### src/slms_pkg.sv
// Package for the scrolling LED matrix scanner: payload structs, queue entry,
// operation and register codes, and the row select helper.
// Depends on nothing; every other file of the block imports it.
`default_nettype none

package slms_pkg;

   // Matrix geometry and frame constants
   localparam int ROWS              = 7;
   localparam int ROW_W             = $clog2(ROWS);
   localparam int TIME_W            = 9;
   localparam int PATTERN_DEPTH_DEF = 1024;
   localparam int PICTURE_SLOTS_DEF = 16;
   localparam int END_OFFSET        = ROWS - 1;
   localparam logic [7:0] END_MARK            = 8'hff;
   localparam logic [7:0] FRAME_RESET         = 8'd125;
   localparam logic [4:0] PICTURE_COUNT_RESET = 5'd1;

   // Queue between front and back
   localparam int QUEUE_DEPTH = 2;
   localparam int QPTR_W      = $clog2(QUEUE_DEPTH);

   // Register file
   localparam int CSR_INDEX_W = 2;
   localparam logic [CSR_INDEX_W-1:0] CSR_PICTURE_COUNT = 2'd0;
   localparam logic [CSR_INDEX_W-1:0] CSR_FRAME_MS      = 2'd1;

   typedef enum logic [1:0] {
      OP_WRITE_PATTERN = 2'd0,
      OP_WRITE_START   = 2'd1,
      OP_TICK          = 2'd2
   } op_type;

   typedef enum logic [1:0] {
      CMD_PATTERN = 2'd0,
      CMD_START   = 2'd1,
      CMD_TICK    = 2'd2
   } cmd_type;

   typedef struct packed {
      logic [1:0] operation;
      logic [9:0] address;
      logic [7:0] pattern_byte;
      logic [3:0] slot;
      logic       button_down;
   } req_type;

   typedef struct packed {
      logic [ROWS-1:0] row_drive;
      logic [7:0]      column_drive;
      logic [3:0]      picture_number;
      logic            picture_changed;
   } rsp_type;

   typedef struct packed {
      cmd_type    cmd;
      logic [9:0] address;
      logic [7:0] pattern_byte;
      logic [3:0] slot;
      logic       button_down;
   } cmd_entry_type;

   // Active-low row select: all ones but a zero at the driven row
   function automatic logic [ROWS-1:0] row_select(input logic [ROW_W-1:0] row);
      return ~(ROWS'(1) << row);
   endfunction

endpackage

`default_nettype wire

### src/slms_front.sv
// Front end of the scanner: takes requests, drops undefined operations and
// queues the rest as commands for the back end. Uses slms_pkg.
`default_nettype none

module slms_front (
   input  wire logic                   clock,
   input  wire logic                   reset,
   input  wire logic                   req_valid,
   output logic                        req_ready,
   input  wire slms_pkg::req_type      req_payload,
   output logic                        cmd_valid,
   input  wire logic                   cmd_ready,
   output slms_pkg::cmd_entry_type     cmd
);
   import slms_pkg::*;

   cmd_entry_type           queue_ff [QUEUE_DEPTH];
   logic [QPTR_W-1:0]       wr_ptr_ff, wr_ptr_in;
   logic [QPTR_W-1:0]       rd_ptr_ff, rd_ptr_in;
   logic [QPTR_W:0]         count_ff, count_in;
   logic                    known_op;
   logic                    push, pop;
   cmd_entry_type           entry;

   // Classify the request
   always_comb begin
      known_op           = 1'b1;
      entry.cmd          = CMD_TICK;
      entry.address      = req_payload.address;
      entry.pattern_byte = req_payload.pattern_byte;
      entry.slot         = req_payload.slot;
      entry.button_down  = req_payload.button_down;
      case (req_payload.operation)
         OP_WRITE_PATTERN: entry.cmd = CMD_PATTERN;
         OP_WRITE_START:   entry.cmd = CMD_START;
         OP_TICK:          entry.cmd = CMD_TICK;
         default:          known_op  = 1'b0;
      endcase
   end

   assign req_ready = (count_ff != (QPTR_W+1)'(QUEUE_DEPTH));
   assign cmd_valid = (count_ff != '0);
   assign cmd       = queue_ff[rd_ptr_ff];

   assign push = req_valid && req_ready && known_op;
   assign pop  = cmd_valid && cmd_ready;

   always_comb begin
      wr_ptr_in = push ? wr_ptr_ff + QPTR_W'(1) : wr_ptr_ff;
      rd_ptr_in = pop ? rd_ptr_ff + QPTR_W'(1) : rd_ptr_ff;
      count_in  = count_ff + (QPTR_W+1)'(push) - (QPTR_W+1)'(pop);
   end

   always_ff @(posedge clock) begin
      if (reset) begin
         wr_ptr_ff <= '0;
         rd_ptr_ff <= '0;
         count_ff  <= '0;
      end else begin
         wr_ptr_ff <= wr_ptr_in;
         rd_ptr_ff <= rd_ptr_in;
         count_ff  <= count_in;
      end
   end

   always_ff @(posedge clock) begin
      if (push) begin
         queue_ff[wr_ptr_ff] <= entry;
      end
   end

endmodule

`default_nettype wire

### config.mk
export PLATFORM = sky130hd
export DESIGN_NAME = slms_front
export DESIGN_NICKNAME = d
export VERILOG_FILES = /design/src/slms_pkg.sv /design/src/slms_front.sv
export SDC_FILE = /design/constraint.sdc
export NUM_CORES = 1
export LEC_CHECK = 0
export ABC_AREA = 1
export BUFFER_PORTS_ARGS = -buffer_cell sky130_fd_sc_hd__buf_2
export CAP_MARGIN = 5
export CORE_AREA = 4 4 68 70
export DETAILED_ROUTE_END_ITERATION = 10
export DIE_AREA = 0 0 72 74
export PLACE_DENSITY = 0.84
export SLEW_MARGIN = 15
export SYNTH_ARGS = -nofsm -noshare
export SYNTH_HDL_FRONTEND = slang
export SYNTH_SLANG_ARGS = --single-unit
### constraint.sdc
create_clock -name clock -period 4.4 [get_ports clock]
set_input_delay 0.88 -clock clock [delete_from_list [all_inputs] [get_ports clock]]
set_output_delay 0.88 -clock clock [all_outputs]
set_load 0.01 [all_outputs]
==> results of run 1 <==
-- kinds of logic after synthesis --
logic type / after synthesis / synth area share
flops: 55 / 0.736
mux: 25 / 0.164
simple gates: 21 / 0.0391
buf+inv: 15 / 0.0443
compound gates: 2 / 0.00575
fa+ha+maj: 2 / 0.0115
-- cell usage in the layout (no fill, tap or decap) --
cell,instances
mux2_4,20
dfxtp_1,5
buf_2,55
nor2_2,1
clkinv_4,2
nand3_1,3
mux2_2,5
nand4_1,1
nor2_1,7
nand2_1,9
clkbuf_8,5
ha_1,2
edfxtp_1,50
inv_8,1
o21a_1,1
buf_4,2
a21oi_1,1
inv_1,11
-- worst reg2reg max path, cell delays in order, from the launching register on --
cell and delay [ns]:
dfxtp_1 0.37, inv_1 0.07, nand2_1 0.10, nand4_1 0.11, inv_1 0.69
-- through the flow --
step | utilization | area [sq um] | setup WS [ns] | hold WS [ns]
2_1_floorplan | - | 2180 | 1.85 | 0.451
3_5_place_dp | 0.624 | 2480 | 1.91 | 0.497
6_report | 0.648 | 2570 | 1.59 | 0.524
5_1_grt | 0.648 | 2570 | 1.47 | 0.585
4_1_cts | 0.648 | 2570 | 1.56 | 0.520
3_3_place_gp | 0.624 | 2480 | 1.96 | 0.473
-- final timing paths --
kind | from | to | slack (ns)
setup / recovery | register | cmd[9] | 1.59
hold reg to reg | rd_ptr_ff | register | 0.52
hold / removal | rd_ptr_ff | register | 0.52
setup reg to reg | count_ff[0] | queue_ff[1][3] | 2.68
-- layer usage --
layer,share of wire,vias up,track usage
li1,-,555,-
met1,0.35,542,0.137
met2,0.56,37,0.259
met3,0.071,7,0.0419
met4,0.026,0,0.0793
met5,0,-,0
-- registers in the layout, indices dropped and copies added, names as in the netlist, named ones only --
| signal | flops |
|---|---|
| queue_ff | 50 |
| rd_ptr_ff | 1 |
| wr_ptr_ff | 1 |
| count_ff | 2 |
-- area by class of cell --
class / instances / area share
clock buffers: 5 / 0.0267
clock inverters: 3 / 0.0112
inverters: 11 / 0.0160
multi-input cells: 50 / 0.187
flip-flops and latches: 55 / 0.622
well taps: 50 / 0.0243
repair buffers: 57 / 0.113
-- power by group through the flow --
stage                     clock network [mW]  logic, mW  registers, mW
after floorplan                            0      0.275          0.669
after global placement                     0      0.337          0.685
after detailed placement                   0      0.350          0.691
after CTS                              0.288      0.351          0.679
after global routing                   0.320      0.374          0.686
final                                  0.280      0.347          0.678
==> results.cfg, run 1 <==
[synthesis]
synth_edf_count = 50
yosysMostFrequentCell = edfxtp_1
yosys-top-cells-count = 50 x edfxtp_1, 20 x mux2_4, 11 x inv_1
synth_flop_cell = edfxtp_1
syn_inst = 120
synth.distinct_cells = 15
avgSynthCellArea_sq_um = 18.1
synthesis.area_sq_um = 2180
yosys.area.top_type = edfxtp_1
seq_area_frac_synth = 0.736
synth_seq_cells = 55
synth_area_leaders = edfxtp_1 69%, mux2_4 14%, dfxtp_1 4.6%, mux2_2 2.6%, inv_1 1.9%
syn_nets = 151
synth_top_area_frac = 0.690
async_flop_share = 0
yosysWarnings = 0

[power]
p_sw_frac = 0.281
p_sw_mw = 0.367
power_frac_seq = 0.520
p_leak_nw = 1.06
power.total_mw = 1.30
internal-power_mw = 0.938
clkPwrFrac = 0.214
comb_power_share = 0.266
power.ir.vdd_worst_mv = 0.234
power_per_cell_area_nw_per_um2 = 507

[placement]
gp_congestion = 0.692
io_buffers = 55
placedCellCount = 223
hpwl_mm = 2.48

[global_routing]
antenna_found_initial = 0
grt_use_total = 0.139
grt_pass1_wl_mm = 5.41
gr-total-overflow = 0
grt_pass1_vias = 1240
grt_max_degree = 26

[sta]
rsz0062_at_grt = no
drv_slew = 0
slew_headroom = 0.381
skew_ns = 0.00873
fin_setup_tns_ns = 0
period_share = 0.638
fin_crit_ns = 2.81
fmax_ghz = 0.356
final_hold_viol_count = 0
setup_viol = 0
worstMarginPinSlew_ns = 0.927

[setup_path]
required_ns = 3.52
cp.arrival_ns = 1.93
cp.depth = 3
startpoint_type = register
criticalPathCategory = reg2out
cp-end-kind = output pin
cp_top_family = flip-flops
slowest_delay_ns = 0.77
crit_path_cell_trace = buf_4 -> mux2_4 -> buf_2
cp_slowest_cell = dfxtp_1
path_max_fanout = 13
critical_path_buf_inv_count = 2
worst_r2r_path_depth = 4

[worst_hold_path]
hp-class = reg2reg
min_delay_path_depth = 2

[die]
die_width_microns = 72
io_pins = 56
coreArea_sq_um = 3970
rows = 23
fp.dieH_microns = 74
start_util = 0.548
die_area_sq_um = 5330

[detailed_routing]
drt-initial-drc-count = 34
drtPass1Iterations = 4
ant_nets = 0
wl_per_cell_microns = 14.6
drc_errors = 0
drt-total-wl_mm = 3.37
vias_per_cell = 4.94
num_vias = 1141

[finish]
fill_cells = 300
layout.nets = 211
fin_cells = 231
multiInputGateArea_sq_um = 482
drive_gt1_frac = 0.503
regArea_sq_um = 1600
antenna_cells = 0
syn2layout_area_growth_pct = 18.3

[clock_tree]
cts.clk_slew.worst_paths_ns = 0.09
post_cts_buffers = 0
cts.sinks = 55
cts_root_buf = clkbuf_8
htreeDepth = 2
clkLatencyLatePin_ns = 0.31
postCtsResizedCells = 0
clk_path_buf_depth = 2
cts_hold_buffers = 0
numCtsBuffers = 5
cts_tree = built

[outcome]
status = completed

[flow_run]
maxCapViolations = 0
No activity file was read; power rests on OpenSTA's default activity.
==> inputs of run 2 (changes only) <==
--- a/config.mk
+++ b/config.mk
@@ -8,10 +8,10 @@
 export ABC_AREA = 1
 export BUFFER_PORTS_ARGS = -buffer_cell sky130_fd_sc_hd__buf_2
 export CAP_MARGIN = 5
-export CORE_AREA = 4 4 68 70
+export CORE_AREA = 4 4 74 76
 export DETAILED_ROUTE_END_ITERATION = 10
-export DIE_AREA = 0 0 72 74
-export PLACE_DENSITY = 0.84
+export DIE_AREA = 0 0 78 80
+export PLACE_DENSITY = 0.75
 export SLEW_MARGIN = 15
 export SYNTH_ARGS = -nofsm -noshare
 export SYNTH_HDL_FRONTEND = slang
==> constraint.sdc (replaced) <==
create_clock -name clock -period 2.3 [get_ports clock]
set_input_delay 0.46 -clock clock [delete_from_list [all_inputs] [get_ports clock]]
set_output_delay 0.46 -clock clock [all_outputs]
set_load 0.01 [all_outputs]
==> results.cfg, run 2 (same netlist as run 1, synthesis figures left out) <==
[finish]
fin_area_sq_um = 2610
syn2layout_area_growth_pct = 20.1
antenna_cells = 0
drive_gt1_frac = 0.508
largest_reg_flops = 50
final_common_cell = buf_2
largestRegisters = queue_ff x50, count_ff x2
top_register = queue_ff
layout.nets = 215
mostFrequentLayoutCells = 55 x buf_2, 50 x edfxtp_1, 20 x mux2_4, 11 x inv_1, 9 x nand2_1

[global_routing]
grt_use_total = 0.117
gr-total-overflow = 0
grt_max_degree = 17
grt_pass1_vias = 1249
grt_pass1_wl_mm = 5.54
antenna_found_initial = 0

[setup_path]
slowest_delay_ns = 0.37
worst_r2r_path_depth = 10
criticalPathCategory = reg2out
cp.arrival_ns = 1.38
crit_path_cell_trace = buf_4 -> mux2_2 -> buf_2
cp-end-kind = output pin
path_max_fanout = 13
cp_slowest_cell = mux2_2
required_ns = 1.84
startpoint_type = register

[clock_tree]
cts.sinks = 55
cts.clk_slew.worst_paths_ns = 0.09
cts_hold_buffers = 0
clkLatencyLatePin_ns = 0.29
cts_tree = built
cts_root_buf = clkbuf_8
clk_path_buf_depth = 2
numCtsBuffers = 5
htreeDepth = 2
postCtsResizedCells = 0
post_cts_buffers = 0

[detailed_routing]
vias_per_cell = 4.58
wl_per_cell_microns = 14.3
drtPass1Iterations = 4
num_vias = 1154
drc_errors = 0
drt-total-wl_mm = 3.61
drt-initial-drc-count = 38
ant_nets = 0

[flow_run]
maxCapViolations = 0

[sta]
fin_setup_tns_ns = 0
period_share = 0.798
fmax_ghz = 0.545
skew_ns = 0.00733
drv_slew = 0
rsz0062_at_grt = no
slew_headroom = 0.852
setup_viol = 0
final_hold_viol_count = 0
fin_crit_ns = 1.84
worstMarginPinSlew_ns = 0.222

[power]
power_per_cell_area_nw_per_um2 = 945
internal-power_mw = 1.79
power.ir.vdd_worst_mv = 0.547
clkPwrFrac = 0.200
p_sw_mw = 0.677
p_sw_frac = 0.274
power_frac_seq = 0.513
comb_power_share = 0.288
p_leak_nw = 1.07

[die]
fp.dieH_microns = 80
die_width_microns = 78
start_util = 0.461
rows = 25
io_pins = 56
die_area_sq_um = 6240
coreArea_sq_um = 4720

[outcome]
status = completed

[placement]
placed_area_sq_um = 2530
io_buffers = 55
hpwl_mm = 2.72
gp_congestion = 0.734

[worst_hold_path]
hp-class = in2reg
min_delay_path_depth = 2
## run 2: cell types whose count changed in the layout (fill, tap and decap cells not counted), sizes merged
cell and change:
inv -1, clkbuf +1, buf +4, clkinv -1
clkinvlp +1
## run 2: final timing paths
check	start	end	slack [ns]
hold reg to reg	rd_ptr_ff	rd_ptr_ff	0.51
setup / recovery	register	cmd[21]	0.46
setup reg to reg	count_ff[0]	count_ff[1]	0.58
hold / removal	reset	count_ff[0]	0.32
## run 2: power by group through the flow
| stage | combinational (mW) | sequential, mW | clock [mW] |
|---|---|---|---|
| after global placement | 0.700 | 1.28 | 0 |
| after CTS | 0.727 | 1.27 | 0.510 |
| after floorplan | 0.525 | 1.28 | 0 |
| after global routing | 0.774 | 1.28 | 0.560 |
| final | 0.712 | 1.27 | 0.493 |
| after detailed placement | 0.725 | 1.29 | 0 |
## run 2: worst max-delay path: cells and delay by family (launching register included)
family	cells	cell delay, ns
multiplexers	1	0.37
flip-flops	1	0.34
buffers and inverters	2	0.38
## run 2: layer usage
metal / vias up / part of all wire / global-route usage
li1: 560 / - / -
met1: 548 / 0.40 / 0.130
met2: 44 / 0.53 / 0.217
met3: 2 / 0.070 / 0.0350
met4: 0 / 0.0053 / 0.0315
met5: - / 0 / 0
## run 2: layout make-up
cell class,count,area [sq um]
inverter,11,41.3
timing repair buffer,61,320
tap,67,83.8
fill,384,2110
sequential,55,1600
multi-input combinational,50,482
clock buffer,6,72.6
clock inverter,2,12.5
## run 2: stage by stage
stage / instances / util / setup slack [ns] / hold WS, ns / power, mW
after global routing: 252 / 0.553 / 0.368 / 0.327 / 2.61
after floorplan: 120 / - / 0.166 / 0.451 / 1.81
final: 252 / 0.553 / 0.465 / 0.322 / 2.47
after detailed placement: 244 / 0.535 / 0.457 / 0.485 / 2.02
after CTS: 252 / 0.553 / 0.432 / 0.314 / 2.51
after global placement: 244 / 0.535 / 0.631 / 0.478 / 1.98
==> inputs of run 3 (changes only) <==
--- a/config.mk
+++ b/config.mk
@@ -8,10 +8,10 @@
 export ABC_AREA = 1
 export BUFFER_PORTS_ARGS = -buffer_cell sky130_fd_sc_hd__buf_2
 export CAP_MARGIN = 5
-export CORE_AREA = 4 4 74 76
+export CORE_AREA = 4 4 70 72
 export DETAILED_ROUTE_END_ITERATION = 10
-export DIE_AREA = 0 0 78 80
-export PLACE_DENSITY = 0.75
+export DIE_AREA = 0 0 74 76
+export PLACE_DENSITY = 0.8
 export SLEW_MARGIN = 15
 export SYNTH_ARGS = -nofsm -noshare
 export SYNTH_HDL_FRONTEND = slang
==> constraint.sdc (replaced) <==
create_clock -name clock -period 1.75 [get_ports clock]
set_input_delay 0.35 -clock clock [delete_from_list [all_inputs] [get_ports clock]]
set_output_delay 0.35 -clock clock [all_outputs]
set_load 0.01 [all_outputs]
==> results.cfg, run 3 (same netlist as run 1, synthesis figures left out) <==
[outcome]
status = completed

[power]
comb_power_share = 0.286
power.ir.vdd_worst_mv = 0.801
power.total_mw = 3.45
internal-power_mw = 2.55
power_frac_seq = 0.488
clkPwrFrac = 0.226
p_sw_mw = 0.899
power_per_cell_area_nw_per_um2 = 1290
p_sw_frac = 0.261
p_leak_nw = 1.09

[finish]
syn2layout_area_growth_pct = 22.4
fin_util = 0.620
largest_reg_flops = 50
fill_cells = 322
final_common_cell = buf_2
fin_area_sq_um = 2660
largestRegisters = queue_ff x50, count_ff x2
layout.nets = 213
antenna_cells = 0
mostFrequentLayoutCells = 55 x buf_2, 50 x edfxtp_1, 20 x mux2_4, 11 x inv_1, 9 x nand2_1
top_register = queue_ff
drive_gt1_frac = 0.522
fin_cells = 234

[sta]
slew_headroom = 0.896
drv_slew = 0
fin_setup_tns_ns = 0
worstMarginPinSlew_ns = 0.155
fin_crit_ns = 1.68
skew_ns = 0.00597
final_hold_viol_count = 0
setup_viol = 0
fmax_ghz = 0.596
rsz0062_at_grt = no
period_share = 0.959

[setup_path]
cp.arrival_ns = 1.33
startpoint_type = register
cp-end-kind = output pin
criticalPathCategory = reg2out
required_ns = 1.40
path_max_fanout = 13

[clock_tree]
htreeDepth = 2
cts.sinks = 55
clk_path_buf_depth = 2
clkLatencyLatePin_ns = 0.29
post_cts_buffers = 0
cts.clk_slew.worst_paths_ns = 0.08
numCtsBuffers = 5
cts_root_buf = clkbuf_8
cts_tree = built

[detailed_routing]
route.met2.wl_mm = 2.03
num_vias = 1143
drc_errors = 0
wl_met1_mm = 1.30
maxUsedRoutingLayer = met4
drt-initial-drc-count = 70
wl_per_cell_microns = 15.3
vias_per_cell = 4.88
met3_length_microns = 211
drtPass1Iterations = 4
ant_nets = 0
drt-total-wl_mm = 3.58

[die]
io_pins = 56
coreArea_sq_um = 4290
die_width_microns = 74
die_area_sq_um = 5620
start_util = 0.507
fp.dieH_microns = 76
rows = 24

[placement]
placed_area_sq_um = 2520
io_buffers = 55
gp_congestion = 0.693
placedCellCount = 226
hpwl_mm = 2.59

[worst_hold_path]
hp-class = in2reg

[global_routing]
grt_pass1_vias = 1237
gr-total-overflow = 0
grt_pass1_wl_mm = 5.57
antenna_found_initial = 0
grt_max_degree = 26
grt_use_total = 0.132

[flow_run]
maxCapViolations = 0
-- run 3: changes by cell type in the layout (fill, tap and decap cells not counted), sizes merged --
cell / change
bufinv: +1
clkinv: -1
buf: -3
-- run 3: timing repair --
action                     in CTS  in global routing
pin swaps                       0                  0
gates cloned                    0                  1
hold buffers                    0                  0
resized for setup               1                  2
setup endpoints to repair       2                  5
-- run 3: cell type report --
type / count / area (sq um) / area share
Inverter: 11 / 41.3 / 0.0155
Tap cell: 52 / 65.1 / 0.0244
Timing Repair Buffer: 59 / 360 / 0.135
Clock inverter: 2 / 37.5 / 0.0141
Multi-Input combinational cell: 50 / 487 / 0.183
Sequential cell: 55 / 1600 / 0.602
Clock buffer: 5 / 68.8 / 0.0258
-- run 3: worst paths after layout --
path                                   from           to  slack, ns  cells past startpoint
worst min-delay path                  reset  count_ff[0]       0.21                      2
worst min register to register    rd_ptr_ff    rd_ptr_ff       0.53                      2
worst max-delay path               register      cmd[23]       0.07                      3
worst max register to register  count_ff[0]  count_ff[1]       0.17                     10
-- run 3: per-layer routing --
layer,vias to the layer above,global-route usage
met4,0,0.0380
met5,-,0
met2,40,0.253
met3,5,0.0396
met1,544,0.130
li1,554,-
-- run 3: power by group through the flow --
stage                     clock network (mW)  logic (mW)  registers, mW
after floorplan                            0       0.692           1.68
after global placement                     0       0.933           1.69
after detailed placement                   0       0.971           1.70
after CTS                              0.806       0.973           1.67
after global routing                   0.862        1.08           1.70
final                                  0.779       0.986           1.68
-- run 3: through the flow --
step / hold slack (ns) / setup WS (ns)
2_1_floorplan: 0.421 / 0.0207
3_3_place_gp: 0.474 / 0.188
3_5_place_dp: 0.514 / 0.0761
4_1_cts: 0.212 / 0.0218
5_1_grt: 0.210 / 0.00482
6_report: 0.213 / 0.0716
-- run 3: worst max-delay path, cell delays in order, from the launching register on --
cell and delay [ns]:
dfxtp_2 0.38, buf_12 0.17, mux2_2 0.35, buf_2 0.14
